## src/design/stereo_downmix_biquad_dac_defines.svh

```systemverilog
// Assertion macros shared by the stereo downmix biquad DAC design files.
`ifndef STEREO_DOWNMIX_BIQUAD_DAC_DEFINES_SVH
`define STEREO_DOWNMIX_BIQUAD_DAC_DEFINES_SVH

// The consequent must hold in the same cycle as the antecedent.
`define SDBD_ASSERT_SAME(label, clk, rst_n, ante, cons, msg) \
  label: assert property (@(posedge clk) disable iff (!rst_n) (ante) |-> (cons)) \
    else $error(msg);

// The consequent must hold in the cycle after the antecedent.
`define SDBD_ASSERT_NEXT(label, clk, rst_n, ante, cons, msg) \
  label: assert property (@(posedge clk) disable iff (!rst_n) (ante) |=> (cons)) \
    else $error(msg);

`endif

```

## src/design/sdbd_pkg.sv

```systemverilog
// Shared types, constants and reset values of the stereo downmix biquad DAC.
`default_nettype none

package sdbd_pkg;

  // Field widths and fixed formats.
  localparam int SAMPLE_W   = 16;
  localparam int DAC_W      = 12;
  localparam int VOL_W      = 4;
  localparam int COEF_W     = 24;
  localparam int CFG_IDX_W  = 3;
  localparam int CFG_DATA_W = 24;
  localparam int STATE_FRAC = 8;
  localparam int SPLIT      = 24;
  localparam int DAC_SHIFT  = SAMPLE_W - DAC_W;

  // Default filter formats.
  localparam int COEF_FRAC_BITS_DEF = 20;
  localparam int STATE_WIDTH_DEF    = 40;

  // Shared multiplier operand and product widths.
  localparam int MUL_OP_W = 25;
  localparam int MUL_P_W  = 2 * MUL_OP_W;

  // Division by ten as a multiply by a reciprocal scaled by 2^DIV_SHIFT.
  localparam int MAG_W     = 20;
  localparam int Q_W       = 17;
  localparam int DIV_SHIFT = 27;
  localparam logic signed [MUL_OP_W-1:0] RECIP_TEN = MUL_OP_W'(13421773);

  localparam logic [DAC_W-1:0] DAC_MID = DAC_W'(2048);

  // Register reset values.
  localparam logic [VOL_W-1:0]         VOLUME_RST = VOL_W'(5);
  localparam logic                     BOOST_RST  = 1'b0;
  localparam logic signed [COEF_W-1:0] A0_RST     = COEF_W'(1053336);
  localparam logic signed [COEF_W-1:0] A1_RST     = COEF_W'(-2097152);
  localparam logic signed [COEF_W-1:0] A2_RST     = COEF_W'(1044295);
  localparam logic signed [COEF_W-1:0] B1_RST     = COEF_W'(-2071508);
  localparam logic signed [COEF_W-1:0] B2_RST     = COEF_W'(1023405);

  // Register indexes on the configuration port.
  typedef enum logic [CFG_IDX_W-1:0] {
    REG_VOLUME = 3'd0,
    REG_BOOST  = 3'd1,
    REG_A0     = 3'd2,
    REG_A1     = 3'd3,
    REG_A2     = 3'd4,
    REG_B1     = 3'd5,
    REG_B2     = 3'd6
  } reg_idx_e;

  // Filter products in the order the sequencer runs them.
  typedef enum logic [2:0] {
    TERM_B1D1 = 3'd0,
    TERM_B2D2 = 3'd1,
    TERM_A1D1 = 3'd2,
    TERM_A2D2 = 3'd3,
    TERM_A0W  = 3'd4
  } term_e;

  // Operand selection of the shared multiplier.
  typedef enum logic [1:0] {
    MUL_VOL = 2'd0,
    MUL_DIV = 2'd1,
    MUL_LO  = 2'd2,
    MUL_HI  = 2'd3
  } mul_sel_e;

  // Sequencer states.
  typedef enum logic [3:0] {
    ST_IDLE  = 4'd0,
    ST_VOL   = 4'd1,
    ST_DIV   = 4'd2,
    ST_SCALE = 4'd3,
    ST_LO    = 4'd4,
    ST_HI    = 4'd5,
    ST_SUM   = 4'd6,
    ST_ACC   = 4'd7,
    ST_FIN   = 4'd8,
    ST_DONE  = 4'd9
  } state_e;

  // Configuration register contents.
  typedef struct packed {
    logic [VOL_W-1:0]         volume;
    logic                     boost;
    logic signed [COEF_W-1:0] a0;
    logic signed [COEF_W-1:0] a1;
    logic signed [COEF_W-1:0] a2;
    logic signed [COEF_W-1:0] b1;
    logic signed [COEF_W-1:0] b2;
  } sdbd_cfg_t;

  // Control word from the sequencer to the datapath.
  typedef struct packed {
    logic     load_in;
    mul_sel_e mul_sel;
    term_e    term;
    logic     sign_cap;
    logic     scale_done;
    logic     prod_init;
    logic     prod_add;
    logic     acc_step;
    logic     acc_sub;
    logic     take_w;
    logic     finish;
    logic     out_load;
  } sdbd_ctrl_t;

endpackage

`default_nettype wire

```

## src/design/sdbd_regs.sv

```systemverilog
// Configuration register file of the stereo downmix biquad DAC.
`default_nettype none

module sdbd_regs (
  input  logic                             clk_i,
  input  logic                             rst_ni,
  input  logic                             cfg_valid_i,
  output logic                             cfg_ready_o,
  input  logic [sdbd_pkg::CFG_IDX_W-1:0]   cfg_index_i,
  input  logic [sdbd_pkg::CFG_DATA_W-1:0]  cfg_data_i,
  output sdbd_pkg::sdbd_cfg_t              cfg_o
);
  import sdbd_pkg::*;

  sdbd_cfg_t cfg_q, cfg_d;
  logic      wr_en;

  // Writes are always taken.
  assign cfg_ready_o = 1'b1;
  assign wr_en       = cfg_valid_i && cfg_ready_o;

  // Decode the register index; unknown indexes leave everything unchanged.
  always_comb begin
    cfg_d = cfg_q;
    if (wr_en) begin
      case (cfg_index_i)
        REG_VOLUME: cfg_d.volume = cfg_data_i[VOL_W-1:0];
        REG_BOOST:  cfg_d.boost  = cfg_data_i[0];
        REG_A0:     cfg_d.a0     = cfg_data_i[COEF_W-1:0];
        REG_A1:     cfg_d.a1     = cfg_data_i[COEF_W-1:0];
        REG_A2:     cfg_d.a2     = cfg_data_i[COEF_W-1:0];
        REG_B1:     cfg_d.b1     = cfg_data_i[COEF_W-1:0];
        REG_B2:     cfg_d.b2     = cfg_data_i[COEF_W-1:0];
        default:    cfg_d = cfg_q;
      endcase
    end
  end

  always_ff @(posedge clk_i or negedge rst_ni) begin
    if (!rst_ni) begin
      cfg_q.volume <= VOLUME_RST;
      cfg_q.boost  <= BOOST_RST;
      cfg_q.a0     <= A0_RST;
      cfg_q.a1     <= A1_RST;
      cfg_q.a2     <= A2_RST;
      cfg_q.b1     <= B1_RST;
      cfg_q.b2     <= B2_RST;
    end else begin
      cfg_q <= cfg_d;
    end
  end

  assign cfg_o = cfg_q;

endmodule

`default_nettype wire

```

## src/design/sdbd_mul.sv

```systemverilog
// Shared signed multiplier with a registered product.
`default_nettype none

module sdbd_mul (
  input  logic                                clk_i,
  input  logic signed [sdbd_pkg::MUL_OP_W-1:0] a_i,
  input  logic signed [sdbd_pkg::MUL_OP_W-1:0] b_i,
  output logic signed [sdbd_pkg::MUL_P_W-1:0]  p_o
);
  import sdbd_pkg::*;

  logic signed [MUL_P_W-1:0] p_q;

  // One full signed product per cycle.
  always_ff @(posedge clk_i) begin
    p_q <= a_i * b_i;
  end

  assign p_o = p_q;

endmodule

`default_nettype wire

```

## src/design/sdbd_seq.sv

```systemverilog
// Sequencer that steps one frame through the shared multiplier.
`default_nettype none

module sdbd_seq (
  input  logic                  clk_i,
  input  logic                  rst_ni,
  input  logic                  in_valid_i,
  input  logic                  boost_i,
  input  logic                  out_free_i,
  output logic                  busy_o,
  output sdbd_pkg::sdbd_ctrl_t  ctrl_o
);
  import sdbd_pkg::*;

  state_e state_q, state_d;
  term_e  term_q, term_d;

  // Next state and product counter.
  always_comb begin
    state_d = state_q;
    term_d  = term_q;
    case (state_q)
      ST_IDLE: begin
        if (in_valid_i) state_d = ST_VOL;
      end
      ST_VOL:   state_d = ST_DIV;
      ST_DIV:   state_d = ST_SCALE;
      ST_SCALE: begin
        term_d  = TERM_B1D1;
        state_d = boost_i ? ST_LO : ST_DONE;
      end
      ST_LO:  state_d = ST_HI;
      ST_HI:  state_d = ST_SUM;
      ST_SUM: state_d = ST_ACC;
      ST_ACC: begin
        if (term_q == TERM_A0W) begin
          state_d = ST_FIN;
        end else begin
          term_d  = term_e'(term_q + 3'd1);
          state_d = ST_LO;
        end
      end
      ST_FIN: state_d = ST_DONE;
      ST_DONE: begin
        if (out_free_i) state_d = ST_IDLE;
      end
      default: state_d = ST_IDLE;
    endcase
  end

  // Control word for the datapath.
  always_comb begin
    ctrl_o            = '0;
    ctrl_o.mul_sel    = MUL_VOL;
    ctrl_o.term       = term_q;
    case (state_q)
      ST_IDLE:  ctrl_o.load_in = in_valid_i;
      ST_VOL:   ctrl_o.mul_sel = MUL_VOL;
      ST_DIV: begin
        ctrl_o.mul_sel  = MUL_DIV;
        ctrl_o.sign_cap = 1'b1;
      end
      ST_SCALE: ctrl_o.scale_done = 1'b1;
      ST_LO:    ctrl_o.mul_sel = MUL_LO;
      ST_HI: begin
        ctrl_o.mul_sel   = MUL_HI;
        ctrl_o.prod_init = 1'b1;
      end
      ST_SUM:   ctrl_o.prod_add = 1'b1;
      ST_ACC: begin
        case (term_q)
          TERM_B1D1: begin
            ctrl_o.acc_step = 1'b1;
            ctrl_o.acc_sub  = 1'b1;
          end
          TERM_B2D2: begin
            ctrl_o.take_w  = 1'b1;
            ctrl_o.acc_sub = 1'b1;
          end
          default:   ctrl_o.acc_step = 1'b1;
        endcase
      end
      ST_FIN:   ctrl_o.finish   = 1'b1;
      ST_DONE:  ctrl_o.out_load = out_free_i;
      default:  ctrl_o.load_in  = 1'b0;
    endcase
  end

  always_ff @(posedge clk_i or negedge rst_ni) begin
    if (!rst_ni) begin
      state_q <= ST_IDLE;
      term_q  <= TERM_B1D1;
    end else begin
      state_q <= state_d;
      term_q  <= term_d;
    end
  end

  assign busy_o = (state_q != ST_IDLE);

endmodule

`default_nettype wire

```

## src/design/sdbd_dp.sv

```systemverilog
// Datapath: downmix, volume scaling, biquad state and the DAC output register.
`default_nettype none
`include "stereo_downmix_biquad_dac_defines.svh"

module sdbd_dp #(
  parameter int COEF_FRAC_BITS = sdbd_pkg::COEF_FRAC_BITS_DEF,
  parameter int STATE_WIDTH    = sdbd_pkg::STATE_WIDTH_DEF
) (
  input  logic                                 clk_i,
  input  logic                                 rst_ni,
  input  sdbd_pkg::sdbd_ctrl_t                 ctrl_i,
  input  sdbd_pkg::sdbd_cfg_t                  cfg_i,
  input  logic signed [sdbd_pkg::SAMPLE_W-1:0] left_i,
  input  logic signed [sdbd_pkg::SAMPLE_W-1:0] right_i,
  input  logic                                 dac_stall_i,
  output logic                                 dac_valid_o,
  output logic [sdbd_pkg::DAC_W-1:0]           dac_code_o,
  output logic                                 out_free_o,
  output logic signed [sdbd_pkg::MUL_OP_W-1:0] mul_a_o,
  output logic signed [sdbd_pkg::MUL_OP_W-1:0] mul_b_o,
  input  logic signed [sdbd_pkg::MUL_P_W-1:0]  mul_p_i
);
  import sdbd_pkg::*;

  localparam int PW   = STATE_WIDTH + SPLIT;
  localparam int AW   = PW + 2;
  localparam int ZH_W = STATE_WIDTH - SPLIT;

  logic signed [SAMPLE_W-1:0]    mean_q;
  logic signed [SAMPLE_W-1:0]    sample_q;
  logic                          sign_q;
  logic signed [PW-1:0]          prod_q;
  logic signed [AW-1:0]          acc_q;
  logic signed [STATE_WIDTH-1:0] w_q;
  logic signed [STATE_WIDTH-1:0] d1_q;
  logic signed [STATE_WIDTH-1:0] d2_q;
  logic [DAC_W-1:0]              dac_q;
  logic                          out_valid_q;

  logic signed [SAMPLE_W:0]      lr_sum;
  logic signed [SAMPLE_W:0]      lr_adj;
  logic signed [MUL_P_W-1:0]     vol_mag;
  logic [Q_W-1:0]                quot;
  logic signed [Q_W:0]           quot_s;
  logic signed [Q_W:0]           scaled;
  logic signed [SAMPLE_W-1:0]    scaled_sat;
  logic [Q_W-SAMPLE_W+1:0]       scaled_hi;
  logic signed [STATE_WIDTH-1:0] z_sel;
  logic signed [COEF_W-1:0]      coef_sel;
  logic signed [PW-1:0]          p_ext;
  logic signed [PW-1:0]          term_p;
  logic signed [AW-1:0]          p_acc;
  logic signed [AW-1:0]          acc_sum;
  logic [AW-STATE_WIDTH:0]       w_hi;
  logic signed [STATE_WIDTH-1:0] w_sat;
  logic signed [AW-1:0]          acc_rnd;
  logic signed [AW-1:0]          filt_t;
  logic [AW-SAMPLE_W:0]          filt_hi;
  logic signed [SAMPLE_W-1:0]    filt_sat;
  logic signed [SAMPLE_W-1:0]    samp_rnd;
  logic signed [SAMPLE_W-1:0]    samp_div;

  // Mean of left and right, truncated toward zero.
  assign lr_sum = {left_i[SAMPLE_W-1], left_i} + {right_i[SAMPLE_W-1], right_i};
  assign lr_adj = lr_sum + {{SAMPLE_W{1'b0}}, lr_sum[SAMPLE_W]};

  // Magnitude of mean times volume, the dividend of the divide by ten.
  assign vol_mag = mul_p_i[MUL_P_W-1] ? -mul_p_i : mul_p_i;

  // Quotient of the reciprocal multiply, signed back and saturated to 16 bits.
  assign quot      = mul_p_i[DIV_SHIFT+Q_W-1:DIV_SHIFT];
  assign quot_s    = $signed({1'b0, quot});
  assign scaled    = sign_q ? -quot_s : quot_s;
  assign scaled_hi = scaled[Q_W:SAMPLE_W-1];
  always_comb begin
    if ((&scaled_hi) || !(|scaled_hi)) begin
      scaled_sat = scaled[SAMPLE_W-1:0];
    end else begin
      scaled_sat = scaled[Q_W] ? {1'b1, {(SAMPLE_W-1){1'b0}}}
                               : {1'b0, {(SAMPLE_W-1){1'b1}}};
    end
  end

  // Coefficient and state word of the current filter product.
  always_comb begin
    case (ctrl_i.term)
      TERM_B1D1: begin
        coef_sel = cfg_i.b1;
        z_sel    = d1_q;
      end
      TERM_B2D2: begin
        coef_sel = cfg_i.b2;
        z_sel    = d2_q;
      end
      TERM_A1D1: begin
        coef_sel = cfg_i.a1;
        z_sel    = d1_q;
      end
      TERM_A2D2: begin
        coef_sel = cfg_i.a2;
        z_sel    = d2_q;
      end
      default: begin
        coef_sel = cfg_i.a0;
        z_sel    = w_q;
      end
    endcase
  end

  // Operands of the shared multiplier.
  always_comb begin
    case (ctrl_i.mul_sel)
      MUL_VOL: begin
        mul_a_o = {{(MUL_OP_W-SAMPLE_W){mean_q[SAMPLE_W-1]}}, mean_q};
        mul_b_o = {{(MUL_OP_W-VOL_W){1'b0}}, cfg_i.volume};
      end
      MUL_DIV: begin
        mul_a_o = {{(MUL_OP_W-MAG_W){1'b0}}, vol_mag[MAG_W-1:0]};
        mul_b_o = RECIP_TEN;
      end
      MUL_LO: begin
        mul_a_o = {{(MUL_OP_W-COEF_W){coef_sel[COEF_W-1]}}, coef_sel};
        mul_b_o = {{(MUL_OP_W-SPLIT){1'b0}}, z_sel[SPLIT-1:0]};
      end
      MUL_HI: begin
        mul_a_o = {{(MUL_OP_W-COEF_W){coef_sel[COEF_W-1]}}, coef_sel};
        mul_b_o = {{(MUL_OP_W-ZH_W){z_sel[STATE_WIDTH-1]}}, z_sel[STATE_WIDTH-1:SPLIT]};
      end
      default: begin
        mul_a_o = '0;
        mul_b_o = '0;
      end
    endcase
  end

  // Full product, floored by the coefficient fraction, into the accumulator.
  assign p_ext   = {{(PW-MUL_P_W){mul_p_i[MUL_P_W-1]}}, mul_p_i};
  assign term_p  = prod_q >>> COEF_FRAC_BITS;
  assign p_acc   = {{(AW-PW){term_p[PW-1]}}, term_p};
  assign acc_sum = ctrl_i.acc_sub ? (acc_q - p_acc) : (acc_q + p_acc);

  // New w saturates to the state range.
  assign w_hi = acc_sum[AW-1:STATE_WIDTH-1];
  always_comb begin
    if ((&w_hi) || !(|w_hi)) begin
      w_sat = acc_sum[STATE_WIDTH-1:0];
    end else begin
      w_sat = acc_sum[AW-1] ? {1'b1, {(STATE_WIDTH-1){1'b0}}}
                            : {1'b0, {(STATE_WIDTH-1){1'b1}}};
    end
  end

  // Filter output: drop the state fraction toward zero, saturate to 16 bits.
  assign acc_rnd = acc_q + {{(AW-STATE_FRAC){1'b0}}, {STATE_FRAC{acc_q[AW-1]}}};
  assign filt_t  = acc_rnd >>> STATE_FRAC;
  assign filt_hi = filt_t[AW-1:SAMPLE_W-1];
  always_comb begin
    if ((&filt_hi) || !(|filt_hi)) begin
      filt_sat = filt_t[SAMPLE_W-1:0];
    end else begin
      filt_sat = filt_t[AW-1] ? {1'b1, {(SAMPLE_W-1){1'b0}}}
                              : {1'b0, {(SAMPLE_W-1){1'b1}}};
    end
  end

  // DAC code: sample over sixteen toward zero, offset to midscale.
  assign samp_rnd = sample_q + {{(SAMPLE_W-DAC_SHIFT){1'b0}}, {DAC_SHIFT{sample_q[SAMPLE_W-1]}}};
  assign samp_div = samp_rnd >>> DAC_SHIFT;

  // Working registers of the current frame.
  always_ff @(posedge clk_i) begin
    if (ctrl_i.load_in) begin
      mean_q <= lr_adj[SAMPLE_W:1];
    end
    if (ctrl_i.sign_cap) begin
      sign_q <= mul_p_i[MUL_P_W-1];
    end
    if (ctrl_i.scale_done) begin
      sample_q <= scaled_sat;
      acc_q    <= {{(AW-SAMPLE_W){scaled_sat[SAMPLE_W-1]}}, scaled_sat} <<< STATE_FRAC;
    end else if (ctrl_i.take_w) begin
      w_q   <= w_sat;
      acc_q <= '0;
    end else if (ctrl_i.acc_step) begin
      acc_q <= acc_sum;
    end else if (ctrl_i.finish) begin
      sample_q <= filt_sat;
    end
    if (ctrl_i.prod_init) begin
      prod_q <= p_ext;
    end else if (ctrl_i.prod_add) begin
      prod_q <= prod_q + (p_ext <<< SPLIT);
    end
    if (ctrl_i.out_load) begin
      dac_q <= samp_div[DAC_W-1:0] + DAC_MID;
    end
  end

  // Delay line of the biquad advances once per filtered frame.
  always_ff @(posedge clk_i or negedge rst_ni) begin
    if (!rst_ni) begin
      d1_q <= '0;
      d2_q <= '0;
    end else if (ctrl_i.finish) begin
      d1_q <= w_q;
      d2_q <= d1_q;
    end
  end

  // Output register holds a beat until it is taken.
  always_ff @(posedge clk_i or negedge rst_ni) begin
    if (!rst_ni) begin
      out_valid_q <= 1'b0;
    end else if (ctrl_i.out_load) begin
      out_valid_q <= 1'b1;
    end else if (!dac_stall_i) begin
      out_valid_q <= 1'b0;
    end
  end

  assign out_free_o  = !out_valid_q || !dac_stall_i;
  assign dac_valid_o = out_valid_q;
  assign dac_code_o  = dac_q;

  `SDBD_ASSERT_NEXT(a_delay_hold, clk_i, rst_ni, !ctrl_i.finish, $stable(d1_q) && $stable(d2_q), "delay state changed outside the end of a filtered frame")
  `SDBD_ASSERT_NEXT(a_out_load, clk_i, rst_ni, ctrl_i.out_load, out_valid_q, "loaded result is not presented")
  `SDBD_ASSERT_SAME(a_w_after_feedback, clk_i, rst_ni, ctrl_i.take_w, ctrl_i.term == TERM_B2D2, "w taken before both feedback products")

endmodule

`default_nettype wire

```

## src/design/stereo_downmix_biquad_dac.sv

```systemverilog
// One frame at a time: a new frame is taken once the last result is in the output register.
// With boost, 5 filter products share the single 25x25 multiplier, each done as a low half,
// a high half, a sum and an accumulate step.
// A finished result waits in the output register while the next frame is taken.
// Reset (asynchronous, active low) loads the register defaults and clears the delay state.
`default_nettype none
`include "stereo_downmix_biquad_dac_defines.svh"

module stereo_downmix_biquad_dac #(
  parameter int COEF_FRAC_BITS = sdbd_pkg::COEF_FRAC_BITS_DEF,
  parameter int STATE_WIDTH    = sdbd_pkg::STATE_WIDTH_DEF
) (
  input  logic                                 clk_i,
  input  logic                                 rst_ni,
  input  logic                                 in_valid_i,
  output logic                                 in_stall_o,
  input  logic signed [sdbd_pkg::SAMPLE_W-1:0] left_sample_i,
  input  logic signed [sdbd_pkg::SAMPLE_W-1:0] right_sample_i,
  output logic                                 out_valid_o,
  input  logic                                 out_stall_i,
  output logic [sdbd_pkg::DAC_W-1:0]           dac_code_o,
  input  logic                                 cfg_valid_i,
  output logic                                 cfg_ready_o,
  input  logic [sdbd_pkg::CFG_IDX_W-1:0]       cfg_index_i,
  input  logic [sdbd_pkg::CFG_DATA_W-1:0]      cfg_data_i
);
  import sdbd_pkg::*;

  sdbd_cfg_t                 cfg;
  sdbd_ctrl_t                ctrl;
  logic                      busy;
  logic                      out_free;
  logic signed [MUL_OP_W-1:0] mul_a;
  logic signed [MUL_OP_W-1:0] mul_b;
  logic signed [MUL_P_W-1:0]  mul_p;

  // Configuration registers.
  sdbd_regs u_regs (
    .clk_i       (clk_i),
    .rst_ni      (rst_ni),
    .cfg_valid_i (cfg_valid_i),
    .cfg_ready_o (cfg_ready_o),
    .cfg_index_i (cfg_index_i),
    .cfg_data_i  (cfg_data_i),
    .cfg_o       (cfg)
  );

  // Frame sequencer.
  sdbd_seq u_seq (
    .clk_i      (clk_i),
    .rst_ni     (rst_ni),
    .in_valid_i (in_valid_i),
    .boost_i    (cfg.boost),
    .out_free_i (out_free),
    .busy_o     (busy),
    .ctrl_o     (ctrl)
  );

  // Shared multiplier.
  sdbd_mul u_mul (
    .clk_i (clk_i),
    .a_i   (mul_a),
    .b_i   (mul_b),
    .p_o   (mul_p)
  );

  // Datapath and output register.
  sdbd_dp #(
    .COEF_FRAC_BITS (COEF_FRAC_BITS),
    .STATE_WIDTH    (STATE_WIDTH)
  ) u_dp (
    .clk_i       (clk_i),
    .rst_ni      (rst_ni),
    .ctrl_i      (ctrl),
    .cfg_i       (cfg),
    .left_i      (left_sample_i),
    .right_i     (right_sample_i),
    .dac_stall_i (out_stall_i),
    .dac_valid_o (out_valid_o),
    .dac_code_o  (dac_code_o),
    .out_free_o  (out_free),
    .mul_a_o     (mul_a),
    .mul_b_o     (mul_b),
    .mul_p_i     (mul_p)
  );

  // The input side stalls while a frame is being worked on.
  assign in_stall_o = busy;

  `SDBD_ASSERT_NEXT(a_busy_after_accept, clk_i, rst_ni, in_valid_i && !in_stall_o, in_stall_o, "input not stalled after a frame was accepted")

endmodule

`default_nettype wire

```

## config.mk

```make
export PLATFORM = sky130hd
export DESIGN_NAME = stereo_downmix_biquad_dac
export DESIGN_NICKNAME = d
export VERILOG_FILES = /design/src/design/sdbd_pkg.sv /design/src/design/sdbd_regs.sv /design/src/design/sdbd_mul.sv /design/src/design/sdbd_seq.sv /design/src/design/sdbd_dp.sv /design/src/design/stereo_downmix_biquad_dac.sv
export VERILOG_INCLUDE_DIRS = /design/src /design/src/design
export SDC_FILE = /design/constraint.sdc
export NUM_CORES = 2
export LEC_CHECK = 0
export ABC_CLOCK_PERIOD_IN_PS = 13800
export BUFFER_PORTS_ARGS = -buffer_cell sky130_fd_sc_hd__buf_2
export CAP_MARGIN = 20
export CORE_ASPECT_RATIO = 1.75
export CORE_MARGIN = 2
export CORE_UTILIZATION = 30
export CTS_CLUSTER_SIZE = 24
export DETAILED_ROUTE_END_ITERATION = 6
export RECOVER_POWER = 25
export SLEW_MARGIN = 20
export SYNTH_ARGS = -nofsm -noshare
export SYNTH_HDL_FRONTEND = slang
export SYNTH_SLANG_ARGS = --single-unit
```

## constraint.sdc

```tcl
create_clock -name clk_i -period 13.8 [get_ports clk_i]
set_clock_uncertainty 0.2 [all_clocks]
set_input_delay 2.07 -clock clk_i [delete_from_list [all_inputs] [get_ports clk_i]]
set_output_delay 2.07 -clock clk_i [all_outputs]
set_load 0.02 [all_outputs]
```

== Word-level counts from Yosys, hierarchy flattened ==
Cells that the tools add are included.
Cells by class
  add/subtract/negate cells: 11
  multiply operators: 1
  eq/ne operators: 28
  multiplexer cells: 43
  bitwise logic cells: 1
  reduce and logical (&&, ||, !) cells: 40
Operator list (count)
  $mux 66: 4
  $mux 16: 8
  $mux 64: 2
  $pmux 25 s4: 1
  $pmux 24 s4: 1
  $mux 40: 2
  $pmux 40 s2: 1
  $pmux 25 s3: 1
  $add 66x44->66: 1
  $add 66x8->66: 1
  $sub 66x44->66: 1
  $add 64x64->64: 1
  $mul 25x25->50: 1
  $reduce_and 43->1: 1
  $reduce_or 43->1: 1
  $pmux 4 s10: 1
  $reduce_and 27->1: 1
  $reduce_or 27->1: 1
  $mux 20: 1
  $neg 20->20: 1
  $reduce_and 2->1: 10
  $mux 18: 1
  $neg 17->18: 1
  $add 16x16->17: 1
  32 further kinds: 79
Word-level totals
  flip-flop bits (word level): 478
  input port bits: 64

== Longest topological paths before layout ==
  depth after elaboration: 9
  depth in mapped cells: 44

== Cells and area by module ==
Synthesis repeated with hierarchy kept, for this count alone.
Second synthesis, totals
  cell total of the unflattened synthesis: 5468
  area, all modules: 52644.2 um^2
Modules (own cells, without submodules)
  sdbd_mul: instances 1, cells an instance 2547, area each 23931.7 um^2, sequential area each 1001.0 um^2
  sdbd_dp: instances 1, cells an instance 2580, area each 23167.2 um^2, sequential area each 7802.5 um^2
  sdbd_regs: instances 1, cells an instance 272, area each 4956.0 um^2, sequential area each 3189.3 um^2
  sdbd_seq: instances 1, cells an instance 69, area each 589.3 um^2, sequential area each 175.2 um^2

== Least setup slack after synthesis ==
Ideal clock, no wire load.
  kind: register -> register
  start: reg u_seq.term_q[0]
  end: reg u_mul.p_q[42] (netlist: u_mul.p_o[42])
  setup time: 120 ps
  arrival time: 10593 ps
  data required time: 13480 ps
  setup slack: 2887 ps
  stages on the path, launching flop included: 41
  clock period less this slack: 10913 ps
  path through: dfrtp_1 clkbuf_1 buf_1 clkbuf_1 buf_1 inv_1 ha_1 nor2b_1 clkbuf_1 nor4_1 clkbuf_1 nand2_1 nand3_1 nand2_1 o21a_1 a21oi_1 nand2_1 fa_1 (+5 left out) inv_1 fa_1 fa_1 inv_1 fa_1 inv_1 ha_1 and3_1 and4_1 and4_1 a22oi_1 a31oi_1 a2111oi_0 o31ai_1 a211oi_1 nor2_1 a221o_1 xor2_1
Between the ends
  word-level cells in the longest chain between the ends: 5
  elaborated cells between the ends (all ways): 11
Ends and longest elaborated chain
  start: declaration: RTL line sdbd_seq.sv:16  | term_e term_q, term_d;
  start signal: assignment: RTL line sdbd_seq.sv:95  | term_q <= term_d;
  $eq 3x1->1, or another cell as far along: RTL line sdbd_dp.sv:86  | case (ctrl_i.term)
  $reduce_or 2->1 (no line)
  $pmux 40 s2: RTL line sdbd_dp.sv:86
  $pmux 25 s4: RTL line sdbd_dp.sv:112  | case (ctrl_i.mul_sel)
  $mul 25x25->50 (*): RTL line sdbd_mul.sv:16  | p_q <= a_i * b_i;
  end signal: assignment: RTL line sdbd_mul.sv:16
  end: declaration: RTL line sdbd_mul.sv:12  | logic signed [MUL_P_W-1:0] p_q;
Mark *: on every way between the ends. The rest lies on a longest branch, timed or not.
A chain may end at the register's enable or synchronous reset.

== Worst setup path in the final report ==
  start: reg u_seq.state_q[0]
  end: reg u_mul.p_q[42] (netlist: u_mul.p_o[42])
Between the ends
  word-level cells in the longest chain between the ends: 6
  elaborated cells between the ends (all ways): 12
Ends and longest elaborated chain
  start: declaration: RTL line sdbd_seq.sv:15  | state_e state_q, state_d;
  start signal: assignment: RTL line sdbd_seq.sv:94  | state_q <= state_d;
  $eq 4x3->1 / $eq 4x2->1 (equally long branches): RTL line sdbd_seq.sv:56  | case (state_q)
  $pmux 2 s3 (*): RTL line sdbd_seq.sv:56
  $eq 2x2->1: RTL line sdbd_dp.sv:112
  $reduce_or 2->1 (no line)
  $pmux 25 s3: RTL line sdbd_dp.sv:112
  $mul 25x25->50 (*): RTL line sdbd_mul.sv:16
Marks and branches as above.

==> reports/summary.txt <==
Result of the run: complete, but fails checks
Failing checks: design-rule violations, max-capacitance violations, max-slew violations
Die X: 317 µm
Most frequently used flop master after synthesis: sky130_fd_sc_hd__edfxtp_1
Most area-hungry cell type in the Yosys netlist: sky130_fd_sc_hd__fa_1
Gate Count Post-Synth: 5,474
Initial antenna violation count: 12
Initial core utilization: 0.301
Number of enable-type register cells in the synthesized netlist: 187
Top cells by count, synth: 780 x sky130_fd_sc_hd__inv_1, 646 x sky130_fd_sc_hd__fa_1, 538 x sky130_fd_sc_hd__nand2_1, 442 x sky130_fd_sc_hd__nor2_1, 303 x sky130_fd_sc_hd__a21oi_1
Worst path arrival time: 12.61 ns
Clk_lat worst skew: 0.70 ns
Floorplan core area: 0.171 mm²
Vias in the first global route: 44,200
Remaining antenna violation count after routing: 0
Endpoint kind of the worst setup timing path: flop
Most repeated cell in the gate-level netlist after synthesis: sky130_fd_sc_hd__inv_1
Worst slew slack as a fraction of its limit: -1.34
DP HPWL: 162,000 µm
Number of hold violations in the final report: 0
Total Nets Final: 6,474
Detailed-route vias per instance: 5.38
Per-instance average area after synthesis: 9.41 µm²
Worst-Margin Slew: 3.51 ns
Total wire length: 200,000 µm
Synth Warn #: 0
Clock-pin transition on the worst setup and hold timing paths: 0.06 ns
Unrepaired setup endpoints after global routing: false
Share of the yosys chip area belonging to registers: 0.236
DRT Pass-1 Iters: 7
Critical path start-end classification: reg2reg
Die Y: 552 µm
Critical Path Slowest Stage Cell: sky130_fd_sc_hd__clkbuf_1
Area share of the largest cell type after synthesis: 0.251
Final worst path period need: 12.26 ns
TritonCTS clock tree: done
Launching element type of the critical path: flop
Global placement routability congestion: 1.03
Site row count: 201
Number of distinct library cells after synthesis: 105
Master cell of the clock root buffer: sky130_fd_sc_hd__clkbuf_16
Count of final max-slew check failures: 264
Achievable frequency: 0.0816 GHz
Area growth from synthesis to final layout: 9.53%
DRC Markers: 1
Number of filler cells placed in the layout: 17,800
Gr ovfl total: 0
Total number of vias: 41,800
Highest fanout seen on the critical path: 44
Area of the die: 0.175 mm²
Total number of clock tree sinks: 458
Largest net degree at the start of global routing: 83
Number of maximum-capacitance violations: 7
Number of H-tree levels: 2
Fraction of the cycle the final worst path needs: 0.888
Worst hold path type: reg2reg
Number of buffers inserted by port buffering: 77
Netlist area before placement: 0.0515 mm²
Top area cells in the synthesized netlist: sky130_fd_sc_hd__fa_1 25%, sky130_fd_sc_hd__edfxtp_1 11%, sky130_fd_sc_hd__dfrtp_1 8.0%
Wire length per cell after detailed routing: 25.8 µm
CTS resizes: 0
Number of nets produced by synthesis: 6,462
Count of buffers added by post-CTS timing repair for setup: 0
Number of top-level design ports: 79
Smallest hold slack: 0.297 ns
Total negative setup slack: 0 ns
Global-route wire length before repair: 292,000 µm
Delay of the slowest critical-path stage: 1.58 ns
Data required, critical path: 14.16 ns
Initial drt markers: 2,980
Fraction of layout cells with a size suffix above 1: 0.119
Count of hold buffers inserted by post-cts repair: 0
Overall global routing resource usage: 0.229
Final core utilization: 0.330
Final setup vio count: 0
Count of state elements after synthesis: 458
Clock Path Buffers: 3
Post-synthesis async set-or-reset flop share: 0.465
Clock buffer count from CTS: 51
Crit-path most repeated cell: sky130_fd_sc_hd__fa_1
-- final timing paths --
kind,startpoint,to,slack [ns],cells after the start
worst max-delay path,u_seq.state_q[0],u_mul.p_o[42],1.54,34
worst min-delay path,u_dp.d1_q[9],u_dp.d2_q[9],0.30,1
worst max register to register,u_seq.state_q[0],u_mul.p_o[42],1.54,34
worst min register to register,u_dp.d1_q[9],u_dp.d2_q[9],0.30,1
max in group asynchronous,rst_ni,u_regs.cfg_o[121],8.09,3
min in group asynchronous,rst_ni,u_regs.cfg_o[74],2.40,1
-- worst max-delay path: cells and delay by family (launching register included) --
kind | cells | cell delay, ns
adders and majority gates | 8 | 3.83
DFF | 1 | 0.34
xor gates and xnor gates | 1 | 0.14
AOI/OAI and AO/OA | 7 | 2.29
buffers and inverters | 9 | 3.07
and+or+nand+nor | 9 | 2.24
-- layer usage --
layer  global-route usage  vias up  routed length [µm]
li1                     -    18200                   -
met1                0.220    21100               63200
met2                0.409     1683              103000
met3               0.0375      781               11200
met4                0.211       14               23300
met5                    0        -                  96
-- cells by family (layout without fill, tap and decap cells) --
kind of cell / Yosys count / count (layout) / synth area share
AO/OA/AOI/OAI: 1011 / 1011 / 0.125
XOR/XNOR: 293 / 293 / 0.0499
adder cells (fa/ha/maj): 924 / 924 / 0.318
buffers and inverters: 1003 / 1058 / 0.0749
flip-flops: 458 / 458 / 0.236
multiplexers: 270 / 270 / 0.0603
other: 1 / 4 / 0.0000728
AND/OR/NAND/NOR: 1514 / 1514 / 0.135
-- sequential cells by signal, indices dropped and copies added (netlist names) --
name,count
u_dp.mean_q,16
u_regs.cfg_o,125
u_dp.acc_q,66
u_dp.dac_valid_o,1
u_dp.dac_code_o,12
u_dp.sign_q,1
u_mul.p_o,50
u_seq.state_q,4
u_dp.d2_q,40
u_dp.w_q,40
u_dp.d1_q,40
u_dp.prod_q,44
u_seq.term_q,3
u_dp.sample_q,16
-- per-stage QoR --
step                      cells  worst slack [ns]  cell area (µm²)
after global routing       7764             0.930            56400
final                      7765              1.54            56400
after detailed placement   7664              2.04            54700
after CTS                  7760              1.98            56400
after global placement     7663              2.01            54700
after floorplan            5474              2.89            51500
-- cells in the final DEF (no fill, tap or decap), types with 23 or more instances in the layout --
cell / netlist / layout
sky130_fd_sc_hd__o31ai_1: 39 / 39
sky130_fd_sc_hd__nand2_1: 538 / 538
sky130_fd_sc_hd__dfxtp_1: 58 / 58
sky130_fd_sc_hd__nor2b_1: 30 / 27
sky130_fd_sc_hd__ha_1: 278 / 278
sky130_fd_sc_hd__edfxtp_1: 187 / 187
sky130_fd_sc_hd__buf_2: 15 / 75
sky130_fd_sc_hd__and2_1: 63 / 61
sky130_fd_sc_hd__clkbuf_16: 0 / 51
sky130_fd_sc_hd__nor2_1: 442 / 438
sky130_fd_sc_hd__nand3_1: 92 / 92
sky130_fd_sc_hd__a21oi_1: 303 / 300
sky130_fd_sc_hd__mux2i_1: 35 / 35
sky130_fd_sc_hd__nor4_1: 29 / 28
sky130_fd_sc_hd__o21bai_1: 23 / 23
sky130_fd_sc_hd__nand4_1: 52 / 52
sky130_fd_sc_hd__xnor2_1: 176 / 176
sky130_fd_sc_hd__a21oi_2: 36 / 38
sky130_fd_sc_hd__a211oi_1: 26 / 25
sky130_fd_sc_hd__fa_1: 646 / 646
sky130_fd_sc_hd__and3_1: 42 / 42
sky130_fd_sc_hd__or3_1: 31 / 31
sky130_fd_sc_hd__a22oi_1: 53 / 52
sky130_fd_sc_hd__buf_4: 1 / 96
sky130_fd_sc_hd__o21a_1: 37 / 37
sky130_fd_sc_hd__o211ai_1: 34 / 34
sky130_fd_sc_hd__dfstp_2: 49 / 49
sky130_fd_sc_hd__xor2_1: 116 / 116
sky130_fd_sc_hd__mux2_2: 225 / 225
sky130_fd_sc_hd__a21o_1: 74 / 74
sky130_fd_sc_hd__a31oi_1: 26 / 25
sky130_fd_sc_hd__inv_1: 780 / 780
sky130_fd_sc_hd__dfrtp_1: 164 / 163
sky130_fd_sc_hd__o21ai_0: 226 / 219
sky130_fd_sc_hd__nand2b_1: 48 / 48
sky130_fd_sc_hd__nor3_1: 64 / 62
-- cell type report --
class / instances / area, µm² / area share
Multi-Input combinational cell: 4013 / 35700 / 0.632
Sequential cell: 458 / 12200 / 0.216
Inverter: 781 / 2930 / 0.0519
Tap cell: 2233 / 2790 / 0.0495
Clock buffer: 65 / 1390 / 0.0246
Timing Repair Buffer: 181 / 1170 / 0.0208
Clock inverter: 31 / 302 / 0.00534
Antenna cell: 3 / 7.51 / 0.000133
Power is left out: the tool's default activity adds up to more than one toggle a clock period on the data nets, which glitch-free logic cannot reach.
